<file path="config.mk">
export PLATFORM = sky130hd
export DESIGN_NAME = poll_scheduler_with_backoff_top
export DESIGN_NICKNAME = d
export VERILOG_FILES = /design/src/hw/rtl/psb_pkg.sv /design/src/hw/rtl/psb_ctrl.sv /design/src/hw/rtl/psb_dp.sv /design/src/hw/rtl/poll_scheduler_with_backoff_top.sv
export SDC_FILE = /design/constraint.sdc
export NUM_CORES = 2
export LEC_CHECK = 0
export ABC_AREA = 0
export ABC_CLOCK_PERIOD_IN_PS = 8850
export BUFFER_PORTS_ARGS = -buffer_cell sky130_fd_sc_hd__buf_2
export CAP_MARGIN = 20
export CORE_UTILIZATION = 58
export DETAILED_ROUTE_END_ITERATION = 10
export PLACE_DENSITY_LB_ADDON = 0.3
export SYNTH_ARGS = -nofsm -noshare
export SYNTH_HDL_FRONTEND = slang
export SYNTH_SLANG_ARGS = --single-unit
export TNS_END_PERCENT = 100
</file>
<file path="constraint.sdc">
create_clock -name i_clk -period 8.85 [get_ports i_clk]
set_input_delay 1.3275 -clock i_clk [delete_from_list [all_inputs] [get_ports i_clk]]
set_output_delay 1.3275 -clock i_clk [all_outputs]
set_load 0.02 [all_outputs]
</file>
<file path="src/hw/rtl/psb_pkg.sv">
`default_nettype none
package psb_pkg;

    localparam int NUM_CHANNELS = 7;
    localparam int TIME_BITS    = 32;
    localparam int MAX_SHIFT    = 5;

    localparam int IDX_W   = (NUM_CHANNELS > 1) ? $clog2(NUM_CHANNELS) : 1;
    localparam int BASE_W  = 22;
    localparam int SC_W    = 8;
    localparam int PROD_W  = BASE_W + SC_W;
    localparam int IV_W    = 25;
    localparam int FAIL_W  = 3;
    localparam int CAP_W   = 32;
    localparam int MASK_W  = 7;
    localparam int BO_W    = IV_W + MAX_SHIFT;
    localparam int DLY_W   = (BO_W > CAP_W) ? BO_W : CAP_W;
    localparam int CH_W    = 3;
    localparam int NOW_W   = 32;
    localparam int CFGI_W  = 2;

    localparam logic [FAIL_W-1:0] FAIL_MAX  = '1;
    localparam logic [SC_W-1:0]   SC_MIN    = SC_W'(16);
    localparam logic [SC_W-1:0]   SC_MAX    = SC_W'(128);
    localparam logic [TIME_BITS-1:0] ARM_FIRST = TIME_BITS'(400);
    localparam logic [TIME_BITS-1:0] ARM_STEP  = TIME_BITS'(500);

    localparam logic [SC_W-1:0]   SCALE_RST = SC_W'(16);
    localparam logic [CAP_W-1:0]  CAP_RST   = CAP_W'(1800000);
    localparam logic [MASK_W-1:0] MASK_RST  = '1;

    typedef enum logic [1:0] {
        CMD_POLL  = 2'd0,
        CMD_FETCH = 2'd1,
        CMD_ARM   = 2'd2
    } t_cmd;

    typedef enum logic [CFGI_W-1:0] {
        CFG_SCALE = 2'd0,
        CFG_CAP   = 2'd1,
        CFG_MASK  = 2'd2
    } t_cfg_idx;

    typedef struct packed {
        logic [SC_W-1:0]   scale;
        logic [CAP_W-1:0]  cap;
        logic [MASK_W-1:0] mask;
    } t_cfg;

    typedef struct packed {
        logic load;
        logic arm_step;
        logic scan_step;
        logic poll_apply;
        logic fetch_calc;
        logic fetch_write;
        logic out_load;
    } t_dp_cmd;

    typedef struct packed {
        t_cmd cmd;
        logic in_flight;
        logic last;
    } t_dp_sts;

    function automatic logic [BASE_W-1:0] base_ms(input int ch);
        logic [BASE_W-1:0] v;
        case (ch)
            0:       v = BASE_W'(600000);
            1:       v = BASE_W'(1800000);
            2:       v = BASE_W'(3600000);
            3:       v = BASE_W'(900000);
            4:       v = BASE_W'(900000);
            5:       v = BASE_W'(900000);
            default: v = BASE_W'(1800000);
        endcase
        return v;
    endfunction

    // wrap-safe: a is earlier than b
    function automatic logic time_before(input logic [TIME_BITS-1:0] a,
                                         input logic [TIME_BITS-1:0] b);
        logic [TIME_BITS-1:0] d;
        d = a - b;
        return d[TIME_BITS-1];
    endfunction

endpackage
`default_nettype wire

</file>
<file path="src/hw/rtl/psb_ctrl.sv">
`default_nettype none
module psb_ctrl
    import psb_pkg::*;
(
    input  wire logic    i_clk,
    input  wire logic    i_rst_n,
    input  wire logic    i_in_valid,
    output logic         o_in_ready,
    output logic         o_out_valid,
    input  wire logic    i_out_ready,
    input  wire t_dp_sts i_sts,
    output t_dp_cmd      o_cmd
);

    typedef enum logic [7:0] {
        S_IDLE        = 8'b0000_0001,
        S_DECODE      = 8'b0000_0010,
        S_ARM         = 8'b0000_0100,
        S_SCAN        = 8'b0000_1000,
        S_APPLY       = 8'b0001_0000,
        S_FETCH_CALC  = 8'b0010_0000,
        S_FETCH_WRITE = 8'b0100_0000,
        S_DONE        = 8'b1000_0000
    } t_state;

    t_state r_state, n_state;
    logic   r_out_valid, n_out_valid;
    logic   slot_free;

    assign slot_free   = !r_out_valid || i_out_ready;
    // nothing is taken while reset is held
    assign o_in_ready  = (r_state == S_IDLE) && i_rst_n;
    assign o_out_valid = r_out_valid;

    always_comb begin
        n_state     = r_state;
        n_out_valid = r_out_valid && !i_out_ready;
        o_cmd       = '0;
        case (r_state)
            S_IDLE: begin
                if (i_in_valid) begin
                    o_cmd.load = 1'b1;
                    n_state    = S_DECODE;
                end
            end
            S_DECODE: begin
                case (i_sts.cmd)
                    CMD_ARM:   n_state = S_ARM;
                    CMD_FETCH: n_state = S_FETCH_CALC;
                    CMD_POLL:  n_state = i_sts.in_flight ? S_DONE : S_SCAN;
                    default:   n_state = S_DONE;
                endcase
            end
            S_ARM: begin
                o_cmd.arm_step = 1'b1;
                if (i_sts.last) n_state = S_DONE;
            end
            S_SCAN: begin
                o_cmd.scan_step = 1'b1;
                if (i_sts.last) n_state = S_APPLY;
            end
            S_APPLY: begin
                o_cmd.poll_apply = 1'b1;
                n_state          = S_DONE;
            end
            S_FETCH_CALC: begin
                o_cmd.fetch_calc = 1'b1;
                n_state          = S_FETCH_WRITE;
            end
            S_FETCH_WRITE: begin
                o_cmd.fetch_write = 1'b1;
                n_state           = S_DONE;
            end
            S_DONE: begin
                if (slot_free) begin
                    o_cmd.out_load = 1'b1;
                    n_out_valid    = 1'b1;
                    n_state        = S_IDLE;
                end
            end
            default: n_state = S_IDLE;
        endcase
    end

    always_ff @(posedge i_clk) begin
        if (!i_rst_n) begin
            r_state     <= S_IDLE;
            r_out_valid <= 1'b0;
        end else begin
            r_state     <= n_state;
            r_out_valid <= n_out_valid;
        end
    end

endmodule
`default_nettype wire

</file>
<file path="src/hw/rtl/psb_dp.sv">
`default_nettype none
module psb_dp
    import psb_pkg::*;
(
    input  wire logic              i_clk,
    input  wire logic              i_rst_n,
    input  wire t_cfg              i_cfg,
    input  wire logic [1:0]        i_cmd,
    input  wire logic [NOW_W-1:0]  i_now_ms,
    input  wire logic [CH_W-1:0]   i_result_channel,
    input  wire logic              i_fetch_ok,
    input  wire t_dp_cmd           i_ctl,
    output t_dp_sts                o_sts,
    output logic                   o_dispatch_valid,
    output logic [CH_W-1:0]        o_dispatch_channel,
    output logic                   o_skipped,
    output logic                   o_busy_res
);

    logic [TIME_BITS-1:0] r_due  [NUM_CHANNELS];
    logic [FAIL_W-1:0]    r_fail [NUM_CHANNELS];
    logic [IV_W-1:0]      r_iv   [NUM_CHANNELS];
    logic                 r_in_flight;

    // request being worked on
    t_cmd                 r_cmd;
    logic [TIME_BITS-1:0] r_now;
    logic [CH_W-1:0]      r_rch;
    logic                 r_ok;
    logic [IDX_W-1:0]     r_idx;
    logic [TIME_BITS-1:0] r_off;
    logic                 r_found;
    logic [TIME_BITS-1:0] r_best_due;
    logic [IDX_W-1:0]     r_best;
    logic [DLY_W-1:0]     r_delta;
    logic                 r_dv, r_sk;
    logic [CH_W-1:0]      r_dch;

    // output register
    logic                 r_o_dv, r_o_sk, r_o_busy;
    logic [CH_W-1:0]      r_o_dch;

    logic [TIME_BITS-1:0] rd_due;
    logic [FAIL_W-1:0]    rd_fail;
    logic [IV_W-1:0]      rd_iv;
    logic                 ch_en;
    logic                 last;
    logic                 rch_ok;
    logic [SC_W-1:0]      sc;
    logic [PROD_W-1:0]    arm_prod;
    logic [IV_W-1:0]      arm_iv;
    logic [FAIL_W-1:0]    fail_new;
    logic [FAIL_W-1:0]    shamt;
    logic [DLY_W-1:0]     bo_shift, bo;
    logic                 take;
    logic [IDX_W-1:0]     n_best;

    always_comb begin
        rd_due  = '0;
        rd_fail = '0;
        rd_iv   = '0;
        for (int k = 0; k < NUM_CHANNELS; k++) begin
            if (r_idx == IDX_W'(k)) begin
                rd_due  = r_due[k];
                rd_fail = r_fail[k];
                rd_iv   = r_iv[k];
            end
        end
        // channels past the mask width count as enabled
        ch_en = 1'b1;
        for (int k = 0; k < MASK_W; k++) begin
            if (k < NUM_CHANNELS && r_idx == IDX_W'(k)) ch_en = i_cfg.mask[k];
        end
    end

    assign last   = (r_idx == IDX_W'(NUM_CHANNELS - 1));
    assign rch_ok = (32'(r_rch) < 32'(NUM_CHANNELS));

    always_comb begin
        sc = i_cfg.scale;
        if (sc < SC_MIN) sc = SC_MIN;
        if (sc > SC_MAX) sc = SC_MAX;
    end

    assign arm_prod = PROD_W'(base_ms(int'(r_idx))) * PROD_W'(sc);
    assign arm_iv   = arm_prod[IV_W+3:4];

    always_comb begin
        fail_new = (rd_fail == FAIL_MAX) ? rd_fail : rd_fail + FAIL_W'(1);
        shamt    = (32'(fail_new) > MAX_SHIFT) ? FAIL_W'(MAX_SHIFT) : fail_new;
        bo_shift = DLY_W'(rd_iv) << shamt;
        bo       = bo_shift;
        if (bo > DLY_W'(i_cfg.cap)) bo = DLY_W'(i_cfg.cap);
        if (bo < DLY_W'(rd_iv))     bo = DLY_W'(rd_iv);
    end

    assign take   = !time_before(r_now, rd_due) &&
                    (!r_found || time_before(rd_due, r_best_due));
    assign n_best = take ? r_idx : r_best;

    always_ff @(posedge i_clk) begin
        if (!i_rst_n) begin
            for (int k = 0; k < NUM_CHANNELS; k++) begin
                r_due[k]  <= '0;
                r_fail[k] <= '0;
                r_iv[k]   <= IV_W'(base_ms(k));
            end
            r_in_flight <= 1'b0;
        end else begin
            for (int k = 0; k < NUM_CHANNELS; k++) begin
                if (r_idx == IDX_W'(k)) begin
                    if (i_ctl.arm_step) begin
                        r_iv[k]   <= arm_iv;
                        r_fail[k] <= '0;
                        r_due[k]  <= r_off;
                    end
                    if (i_ctl.fetch_calc && rch_ok) begin
                        r_fail[k] <= r_ok ? '0 : fail_new;
                    end
                    if (i_ctl.fetch_write && rch_ok) begin
                        r_due[k] <= r_now + TIME_BITS'(r_delta);
                    end
                    if (i_ctl.poll_apply && r_found && !ch_en) begin
                        r_due[k] <= r_now + TIME_BITS'(rd_iv);
                    end
                end
            end
            if (i_ctl.fetch_calc) begin
                r_in_flight <= 1'b0;
            end
            if (i_ctl.poll_apply && r_found && ch_en) begin
                r_in_flight <= 1'b1;
            end
        end
    end

    always_ff @(posedge i_clk) begin
        if (i_ctl.load) begin
            r_cmd   <= t_cmd'(i_cmd);
            r_now   <= i_now_ms[TIME_BITS-1:0];
            r_rch   <= i_result_channel;
            r_ok    <= i_fetch_ok;
            r_idx   <= (t_cmd'(i_cmd) == CMD_FETCH) ? IDX_W'(i_result_channel) : '0;
            r_off   <= i_now_ms[TIME_BITS-1:0] + ARM_FIRST;
            r_found <= 1'b0;
            r_dv    <= 1'b0;
            r_sk    <= 1'b0;
            r_dch   <= '0;
        end
        if (i_ctl.arm_step) begin
            r_off <= r_off + ARM_STEP;
            r_idx <= r_idx + IDX_W'(1);
        end
        if (i_ctl.scan_step) begin
            if (take) begin
                r_found    <= 1'b1;
                r_best_due <= rd_due;
            end
            r_best <= n_best;
            // leave the index on the winner for the apply step
            r_idx  <= last ? n_best : r_idx + IDX_W'(1);
        end
        if (i_ctl.fetch_calc) begin
            r_delta <= r_ok ? DLY_W'(rd_iv) : bo;
        end
        if (i_ctl.poll_apply && r_found) begin
            r_dch <= CH_W'(r_idx);
            r_dv  <= ch_en;
            r_sk  <= !ch_en;
        end
        if (i_ctl.out_load) begin
            r_o_dv   <= r_dv;
            r_o_sk   <= r_sk;
            r_o_dch  <= r_dch;
            r_o_busy <= r_in_flight;
        end
    end

    assign o_sts.cmd       = r_cmd;
    assign o_sts.in_flight = r_in_flight;
    assign o_sts.last      = last;

    assign o_dispatch_valid   = r_o_dv;
    assign o_dispatch_channel = r_o_dch;
    assign o_skipped          = r_o_sk;
    assign o_busy_res         = r_o_busy;

endmodule
`default_nettype wire

</file>
<file path="src/hw/rtl/poll_scheduler_with_backoff_top.sv">
`default_nettype none
// Seven-channel earliest-deadline poll scheduler with exponential backoff on
// failed fetches. One request in, one result out. A fetch result passes
// through decode, a calculate step and a write step; a busy poll tick or an
// unused command goes from decode straight to done; the arm pass and the
// poll scan (which ends in an apply step) walk the channel table one entry
// per cycle via a single read port, so both scale with the channel count.
// A result waits in an output register, and the next request is taken as
// soon as the controller is back in idle, even while that result is held.
// Configuration writes are ready whenever reset is released and should only
// be issued while the scheduler is idle.
module poll_scheduler_with_backoff_top
    import psb_pkg::*;
(
    input  wire logic              i_clk,
    input  wire logic              i_rst_n,
    input  wire logic              i_in_valid,
    output logic                   o_in_ready,
    input  wire logic [1:0]        i_cmd,
    input  wire logic [NOW_W-1:0]  i_now_ms,
    input  wire logic [CH_W-1:0]   i_result_channel,
    input  wire logic              i_fetch_ok,
    output logic                   o_out_valid,
    input  wire logic              i_out_ready,
    output logic                   o_dispatch_valid,
    output logic [CH_W-1:0]        o_dispatch_channel,
    output logic                   o_skipped,
    output logic                   o_busy_res,
    input  wire logic              i_cfg_valid,
    output logic                   o_cfg_ready,
    input  wire logic [CFGI_W-1:0] i_cfg_index,
    input  wire logic [31:0]       i_cfg_data
);

    t_cfg    r_cfg;
    t_dp_cmd ctl;
    t_dp_sts sts;

    assign o_cfg_ready = i_rst_n;

    always_ff @(posedge i_clk) begin
        if (!i_rst_n) begin
            r_cfg.scale <= SCALE_RST;
            r_cfg.cap   <= CAP_RST;
            r_cfg.mask  <= MASK_RST;
        end else if (i_cfg_valid) begin
            case (t_cfg_idx'(i_cfg_index))
                CFG_SCALE: r_cfg.scale <= i_cfg_data[SC_W-1:0];
                CFG_CAP:   r_cfg.cap   <= i_cfg_data[CAP_W-1:0];
                CFG_MASK:  r_cfg.mask  <= i_cfg_data[MASK_W-1:0];
                default:   ;
            endcase
        end
    end

    psb_ctrl u_ctrl (
        .i_clk       (i_clk),
        .i_rst_n     (i_rst_n),
        .i_in_valid  (i_in_valid),
        .o_in_ready  (o_in_ready),
        .o_out_valid (o_out_valid),
        .i_out_ready (i_out_ready),
        .i_sts       (sts),
        .o_cmd       (ctl)
    );

    psb_dp u_dp (
        .i_clk              (i_clk),
        .i_rst_n            (i_rst_n),
        .i_cfg              (r_cfg),
        .i_cmd              (i_cmd),
        .i_now_ms           (i_now_ms),
        .i_result_channel   (i_result_channel),
        .i_fetch_ok         (i_fetch_ok),
        .i_ctl              (ctl),
        .o_sts              (sts),
        .o_dispatch_valid   (o_dispatch_valid),
        .o_dispatch_channel (o_dispatch_channel),
        .o_skipped          (o_skipped),
        .o_busy_res         (o_busy_res)
    );

    // a dispatch always leaves a fetch in flight
    a_dispatch_busy: assert property (@(posedge i_clk) disable iff (!i_rst_n)
        o_out_valid && o_dispatch_valid |-> o_busy_res)
        else $error("dispatch result without busy flag");

    a_dispatch_xor_skip: assert property (@(posedge i_clk) disable iff (!i_rst_n)
        o_out_valid |-> !(o_dispatch_valid && o_skipped))
        else $error("channel both dispatched and skipped");

    a_channel_range: assert property (@(posedge i_clk) disable iff (!i_rst_n)
        o_out_valid && (o_dispatch_valid || o_skipped)
            |-> 32'(o_dispatch_channel) < 32'(NUM_CHANNELS))
        else $error("chosen channel out of range");

    // one request at a time
    a_one_at_a_time: assert property (@(posedge i_clk) disable iff (!i_rst_n)
        i_in_valid && o_in_ready |=> !o_in_ready)
        else $error("request accepted while busy");

endmodule
`default_nettype wire
</file>
[After elaboration in Yosys (flattened, before gate mapping)]
Memory sizes are Yosys's and may differ from the RTL's.
Index checks and enable logic that the tools add are counted.
Widths: inputs -> output; s select.
Operators by class
  $add $sub $neg: 8
  $mul: 1
  divide/modulo/power cells: 0
  magnitude comparators: 6
  equality and inequality tests: 24
  shifts and indexed selects: 1
  multiplexer cells: 208
  bitwise logic cells: 42
  reduce and logical (&&, ||, !) cells: 30
Operators by type and width (number)
  $mux 32: 31
  $mux 25: 16
  $mux 1: 115
  $mux 3: 32
  $mux 22: 4
  $pmux 22 s3: 1
  $add 32x9->32 const B: 2
  $sub 32x32->32: 2
  $mux 8: 7
  $pmux 8 s7: 1
  $or 1x1->1: 42
  $add 32x25->32: 1
  $add 32x32->32: 1
  $gt 32x32->1: 1
  $lt 32x25->1: 1
  $shl 25x3->32: 1
  $mul 22x8->29: 1
  $pmux 8 s3: 1
  $eq 3x3->1 const B: 4
  $eq 8x1->1 const B: 1
  $eq 8x2->1 const B: 1
  $eq 8x3->1 const B: 1
  $eq 8x4->1 const B: 1
  $eq 8x5->1 const B: 1
  25 further kinds: 51
Word-level totals
  register bits: 209
  latch bits: 0
  memory bits (writable): 420
  ROM bits: 0
  output and inout port bits: 9
  logic and storage cells: 347
  memories: 3
Memories
  u_dp.r_due: words 7, bits a word 32, rd ports 7, clocked after memory_dff 0, write ports 7, line psb_dp.sv:20  | logic [TIME_BITS-1:0] r_due [NUM_CHANNELS];
  u_dp.r_iv: words 7, bits a word 25, rd ports 7, clocked after memory_dff 0, write ports 7, line psb_dp.sv:22  | logic [IV_W-1:0] r_iv [NUM_CHANNELS];
  u_dp.r_fail: words 7, bits a word 3, rd ports 7, clocked after memory_dff 0, write ports 7, line psb_dp.sv:21  | logic [FAIL_W-1:0] r_fail [NUM_CHANNELS];

[Logic depth before layout (Yosys ltp)]
  word-level depth: 18
  mapped depth: 40

[By module]
From an unflattened synthesis, not the netlist that was laid out.
Unflattened totals
  cell total of the unflattened synthesis: 4576
  area total of the unflattened synthesis: 42723.5 um^2
By module, submodules not included
  psb_dp: times used 1, cells each 4304, area an instance 40198.6 um^2, seq. area each 16976.3 um^2
  poll_scheduler_with_backoff_top: times used 1, cells each 202, area an instance 1921.8 um^2, seq. area each 940.9 um^2
  psb_ctrl: times used 1, cells each 70, area an instance 603.1 um^2, seq. area each 180.2 um^2

[Worst setup path after synthesis]
OpenSTA, ideal clock, no wires.
  path type: reg-to-reg
  from: reg u_dp.r_idx[1]
  to: reg u_dp.r_delta[10] (data pin)
  library setup time: 0.260 ns
  data arrival time: 7.994 ns
  data required time: 8.590 ns
  slack: 0.595 ns
  stages on the path, launching flop included: 37
  buffers on the path: 10
  period minus slack after synthesis: 8.255 ns
  cell sequence: edfxtp_1 -> inv_1 -> ha_1 -> buf_4 -> buf_2 -> buf_2 -> nor2b_1 -> clkbuf_1 -> a221oi_1 -> o311ai_0 -> o211ai_1 -> a31oi_1 -> ha_1 -> nor3_1 -> clkbuf_1 -> buf_1 -> o21ba_2 -> ha_1 -> a21oi_1 -> o21ai_0 -> a221o_1 -> a221oi_1 -> a21o_1 -> clkbuf_1 -> clkbuf_1 -> mux2_2 -> ha_1 -> a21o_1 -> a21o_1 -> a21oi_1 -> o21ai_0 -> a221oi_1 -> a31oi_1 -> o41a_1 -> buf_6 -> buf_6 -> mux2_4
On the way
  word-level cells in the longest chain between the ends: 18
  elaborated cells between the ends (all ways): 32
  classes of those cells: add/sub (1); order compare (3); eq/ne (7); shift (1); mux (19); reduce/logical (1)
Ends and longest elaborated chain
  start: declaration: line psb_dp.sv:30  | logic [IDX_W-1:0] r_idx;
  start signal: assignment: line psb_dp.sv:143  | r_idx <= (t_cmd'(i_cmd) == CMD_FETCH) ? IDX_W'(i_result_channel) : '0;
  start signal: assignment: line psb_dp.sv:152  | r_idx <= r_idx + IDX_W'(1);
  start signal: assignment: line psb_dp.sv:161  | r_idx <= last ? n_best : r_idx + IDX_W'(1);
  $logic_not 3->1: line psb_dp.sv:63  | if (r_idx == IDX_W'(k)) begin
  $mux 3 (7 in a row): line psb_dp.sv:63
  $add 3x1->3 or $eq 3x3->1 (tied branches): line psb_dp.sv:89  | fail_new = (rd_fail == FAIL_MAX) ? rd_fail : rd_fail + FAIL_W'(1);
  $mux 3: line psb_dp.sv:89
  $gt 3x3->1: line psb_dp.sv:90  | shamt = (32'(fail_new) > MAX_SHIFT) ? FAIL_W'(MAX_SHIFT) : fail_new;
  $mux 3: line psb_dp.sv:90
  $shl 25x3->32: line psb_dp.sv:91  | bo_shift = DLY_W'(rd_iv) << shamt;
  $gt 32x32->1: line psb_dp.sv:93  | if (bo > DLY_W'(i_cfg.cap)) bo = DLY_W'(i_cfg.cap);
  $mux 32: line psb_dp.sv:93
  $lt 32x25->1: line psb_dp.sv:94  | if (bo < DLY_W'(rd_iv)) bo = DLY_W'(rd_iv);
  $mux 25: line psb_dp.sv:94
  $mux 25 *: line psb_dp.sv:164  | r_delta <= r_ok ? DLY_W'(rd_iv) : bo;
  end signal: assignment: line psb_dp.sv:164
  end: declaration: line psb_dp.sv:35  | logic [DLY_W-1:0] r_delta;
Every way passes the cells marked *; elsewhere a longest branch is shown, timed or not.
A chain may end at the register's enable or synchronous reset.

[Final worst setup path]
  from: reg u_dp.r_idx[0]
  to: reg u_dp.r_delta[24] (data pin)
Same word-level chain as after synthesis.

==> metrics <==
outcome=finished, final reports clean; CP top delay family=compound AO/OA/AOI/OAI gates; Max FO, Critical Path=25; combinational family with the most area after synthesis=compound AO/OA/AOI/OAI gates; slowest stage cell, crit path=edfxtp_1; Hold Startpoint=u_dp.r_dch[2]$_SDFFCE_PN0P_; Cells after Synth=4117; Worst EP required=9.20 ns; fin crit period=8.43 ns; max_slew headroom=0.150; Vias=33800; async set-or-reset flop fraction in the synthesized netlist=0; drt pass-1 iters=9; hold endpoint=u_dp.o_dispatch_channel[2]$_DFFE_PP_; Least-Margin Pin Slew=1.27 ns; antenna violations before repair=2; clk_lat worst skew=0.63 ns; Tot GR Track Use=0.375; xor/xnor share of the synthesized area=0.0280; Area Overhead vs Synth=8.72%; Worst-path clk slew=0.06 ns; r2r setup slk=0.42 ns; Compound-Gate Fraction of Synth Area=0.170; ratio of cells with drive above 1 in the final layout=0.0913; pin count of the biggest net entering global routing=67; Clock Tree Root=clkbuf_16; mux share of post-synthesis cell area=0.0323; pwr dens=213 mW/mm2; GPL Wtd Cong=0.969; Die Span Y=265 um; Die Wd=265 um; Setup Skew=0.0364 ns; Avg WL per Cell=26.3 um; Yosys reg bits=622; post-layout util=0.642; slowest stage delay, CP=0.48 ns; post-synthesis average cell area=9.72 um2; Antenna Nets Post-Route=0; H-tree depth=3; IO Port Bufs=85; die footprint=0.0701 mm2; Hold Path Depth=0; adder-cell area share of the yosys netlist=0.112; register area share after synthesis=0.452; period utilization=0.952; final WL=133 mm; Top Ports=86; unrepaired setup endpoints after global routing=no; Core ar.=0.0678 mm2; number of global-route vias before repair=31900; Worst VDD drop=167 uV; area share of and/or/nand/nor cells after synthesis=0.151; first-pass GRT wire length=196 mm; reg2reg end=u_dp.r_delta[24]$_DFFE_PN_; CTS tree=done; setup violators final=0; Crit. End Element=register; maximum buffer depth of the clock tree=3; # clock sinks=622; Post-synth EDFFs=564; diodes inserted=0; Tot Pwr=0.00925 W; R2R cell count=34; fin nets=4495; Initial Util=0.591; HP Class=reg2reg; vias per cell=6.71; Arr. time, crit path=8.78 ns; Slew Viols, Final=0; row count=95; DRC Markers=0; CP Buf/Inv Count=6; Synth cell types=88; CTS Buf Count=70; TNS Setup=0 ns; Syn. warnings=0; mapped cell area=0.0400 mm2; top_reg_cell synth=edfxtp_1; post-DP HPWL=91.3 mm; Fin. Hold Viols=0; Max-Cap Viols=0; P_leak=17.3 nW; maximum clock rate=0.119 GHz; Overflow after GRT=0; CP Class=reg2reg; Worst setup SP type=register; filler cell count in the final layout=5458; drt first-iter violations=5222; reg2reg start=u_dp.r_idx[0]$_DFFE_PP_
kinds of logic (layout without fill, tap and decap cells):
family / Yosys count / count (layout)
xor+xnor: 128 / 128
compound gates: 1002 / 1002
simple gates: 1378 / 1378
other cells: 1 / 2
flops: 622 / 622
fa+ha+maj: 307 / 307
buf+inv: 563 / 606
mux: 116 / 116
layout make-up:
cell class / count / area, um2 / share of cell area
Clock buffer: 87 / 1880 / 0.0432
Clock inverter: 35 / 273 / 0.00627
Inverter: 305 / 1140 / 0.0263
Multi-Input combinational cell: 2933 / 19900 / 0.457
Sequential cell: 622 / 18100 / 0.416
Tap cell: 873 / 1090 / 0.0251
Timing Repair Buffer: 179 / 1150 / 0.0264
synth_stat cells (9+ instances only):
cell / instances / area share
nand2_1: 647 / 0.061
edfxtp_1: 564 / 0.42
nor2_1: 347 / 0.033
inv_1: 301 / 0.028
clkbuf_1: 220 / 0.021
ha_1: 220 / 0.069
a21oi_1: 214 / 0.027
o21ai_0: 206 / 0.026
o221ai_1: 151 / 0.033
nand3_1: 94 / 0.012
fa_1: 87 / 0.044
xnor2_1: 74 / 0.016
mux2i_1: 63 / 0.016
dfxtp_1: 58 / 0.029
o211ai_1: 58 / 0.011
o22ai_1: 57 / 0.0089
xor2_1: 54 / 0.012
a21o_1: 49 / 0.0092
and3_1: 46 / 0.0072
nor3_1: 45 / 0.0056
a221oi_1: 36 / 0.0079
nand4_1: 36 / 0.0056
a211oi_1: 34 / 0.0064
o311ai_0: 34 / 0.0074
a31oi_1: 31 / 0.0048
mux2_2: 31 / 0.0087
and2_1: 29 / 0.0045
nand2b_1: 28 / 0.0044
o21a_1: 23 / 0.0043
nor2b_1: 22 / 0.0034
nand3b_1: 20 / 0.0038
mux2_4: 17 / 0.0064
buf_1: 16 / 0.0015
or3_1: 16 / 0.0025
or2_2: 12 / 0.0019
buf_2: 11 / 0.0014
a2111oi_0: 9 / 0.0020
a211o_1: 9 / 0.0020
nor3b_1: 9 / 0.0017
nor4_1: 9 / 0.0014
o21bai_1: 9 / 0.0017
metrics by stage:
step | worst slack (ns) | instance area (um2) | instances | hold slack, ns
CTS | 0.466 | 43500 | 5033 | 0.418
finish | 0.423 | 43500 | 5034 | 0.416
detailed placement | 0.510 | 41300 | 4911 | 0.405
global route | 0.0787 | 43500 | 5034 | 0.438
global placement | 0.622 | 41300 | 4911 | 0.401
floorplan | 0.595 | 40000 | 4118 | 0.400
power breakdown:
part | leakage, nW | internal (W) | total [W] | switching (W)
clock network | 1.05 | 0.00160 | 0.00281 | 0.00122
registers | 5.89 | 0.00337 | 0.00349 | 0.000119
logic | 10.3 | 0.00101 | 0.00295 | 0.00195
cells in the final DEF (no fill, tap or decap), types with 74 or more instances in the layout:
| master | instances |
|---|---|
| a21oi_1 | 214 |
| o21ai_0 | 205 |
| nand3_1 | 89 |
| edfxtp_1 | 564 |
| nor2_1 | 340 |
| o221ai_1 | 151 |
| xnor2_1 | 74 |
| inv_1 | 300 |
| fa_1 | 87 |
| ha_1 | 218 |
| nand2_1 | 643 |
| buf_4 | 92 |
| buf_2 | 85 |
worst max-delay path by stage:
stage / to / start / depth (start not counted)
detailed placement: u_dp.r_delta[24]$_DFFE_PN_ / u_dp.r_idx[1]$_DFFE_PP_ / 31
CTS: u_dp.r_delta[24]$_DFFE_PN_ / u_dp.r_idx[0]$_DFFE_PP_ / 31
finish: u_dp.r_delta[24]$_DFFE_PN_ / u_dp.r_idx[0]$_DFFE_PP_ / 34
floorplan: u_dp.r_delta[10]$_DFFE_PN_ / u_dp.r_idx[1]$_DFFE_PP_ / 36
global placement: u_dp.r_delta[5]$_DFFE_PN_ / u_dp.r_idx[0]$_DFFE_PP_ / 31
global route: u_dp.r_delta[4]$_DFFE_PN_ / u_dp.r_idx[0]$_DFFE_PP_ / 33
flip-flops by register name, indices dropped and copies added (netlist names), 3 cells and up:
register                 flops
u_dp.r_best                  3
u_dp.r_dch                   3
u_dp.r_fail                 21
u_dp.r_delta                32
u_dp.r_best_due             32
u_dp.r_iv                  168
u_dp.r_off                  32
u_dp.r_now                  32
r_cfg                       47
u_dp.r_due                 224
u_ctrl.r_state               8
u_dp.o_dispatch_channel      3
u_dp.r_idx                   3
u_dp.r_rch                   3
what timing repair did:
action | in CTS | in global routing
buffers inserted | 0 | 0
gates resized for setup | 0 | 5
hold buffers | 0 | 0
endpoints found under the setup margin | 0 | 27
layer usage:
metal,up-vias,global-route usage,part of all wire
li1,15000,-,-
met1,15800,0.512,0.37
met2,2513,0.556,0.42
met3,465,0.116,0.16
met4,6,0.156,0.049
met5,-,0,0.00024
Power figures use the tool's default switching activity.
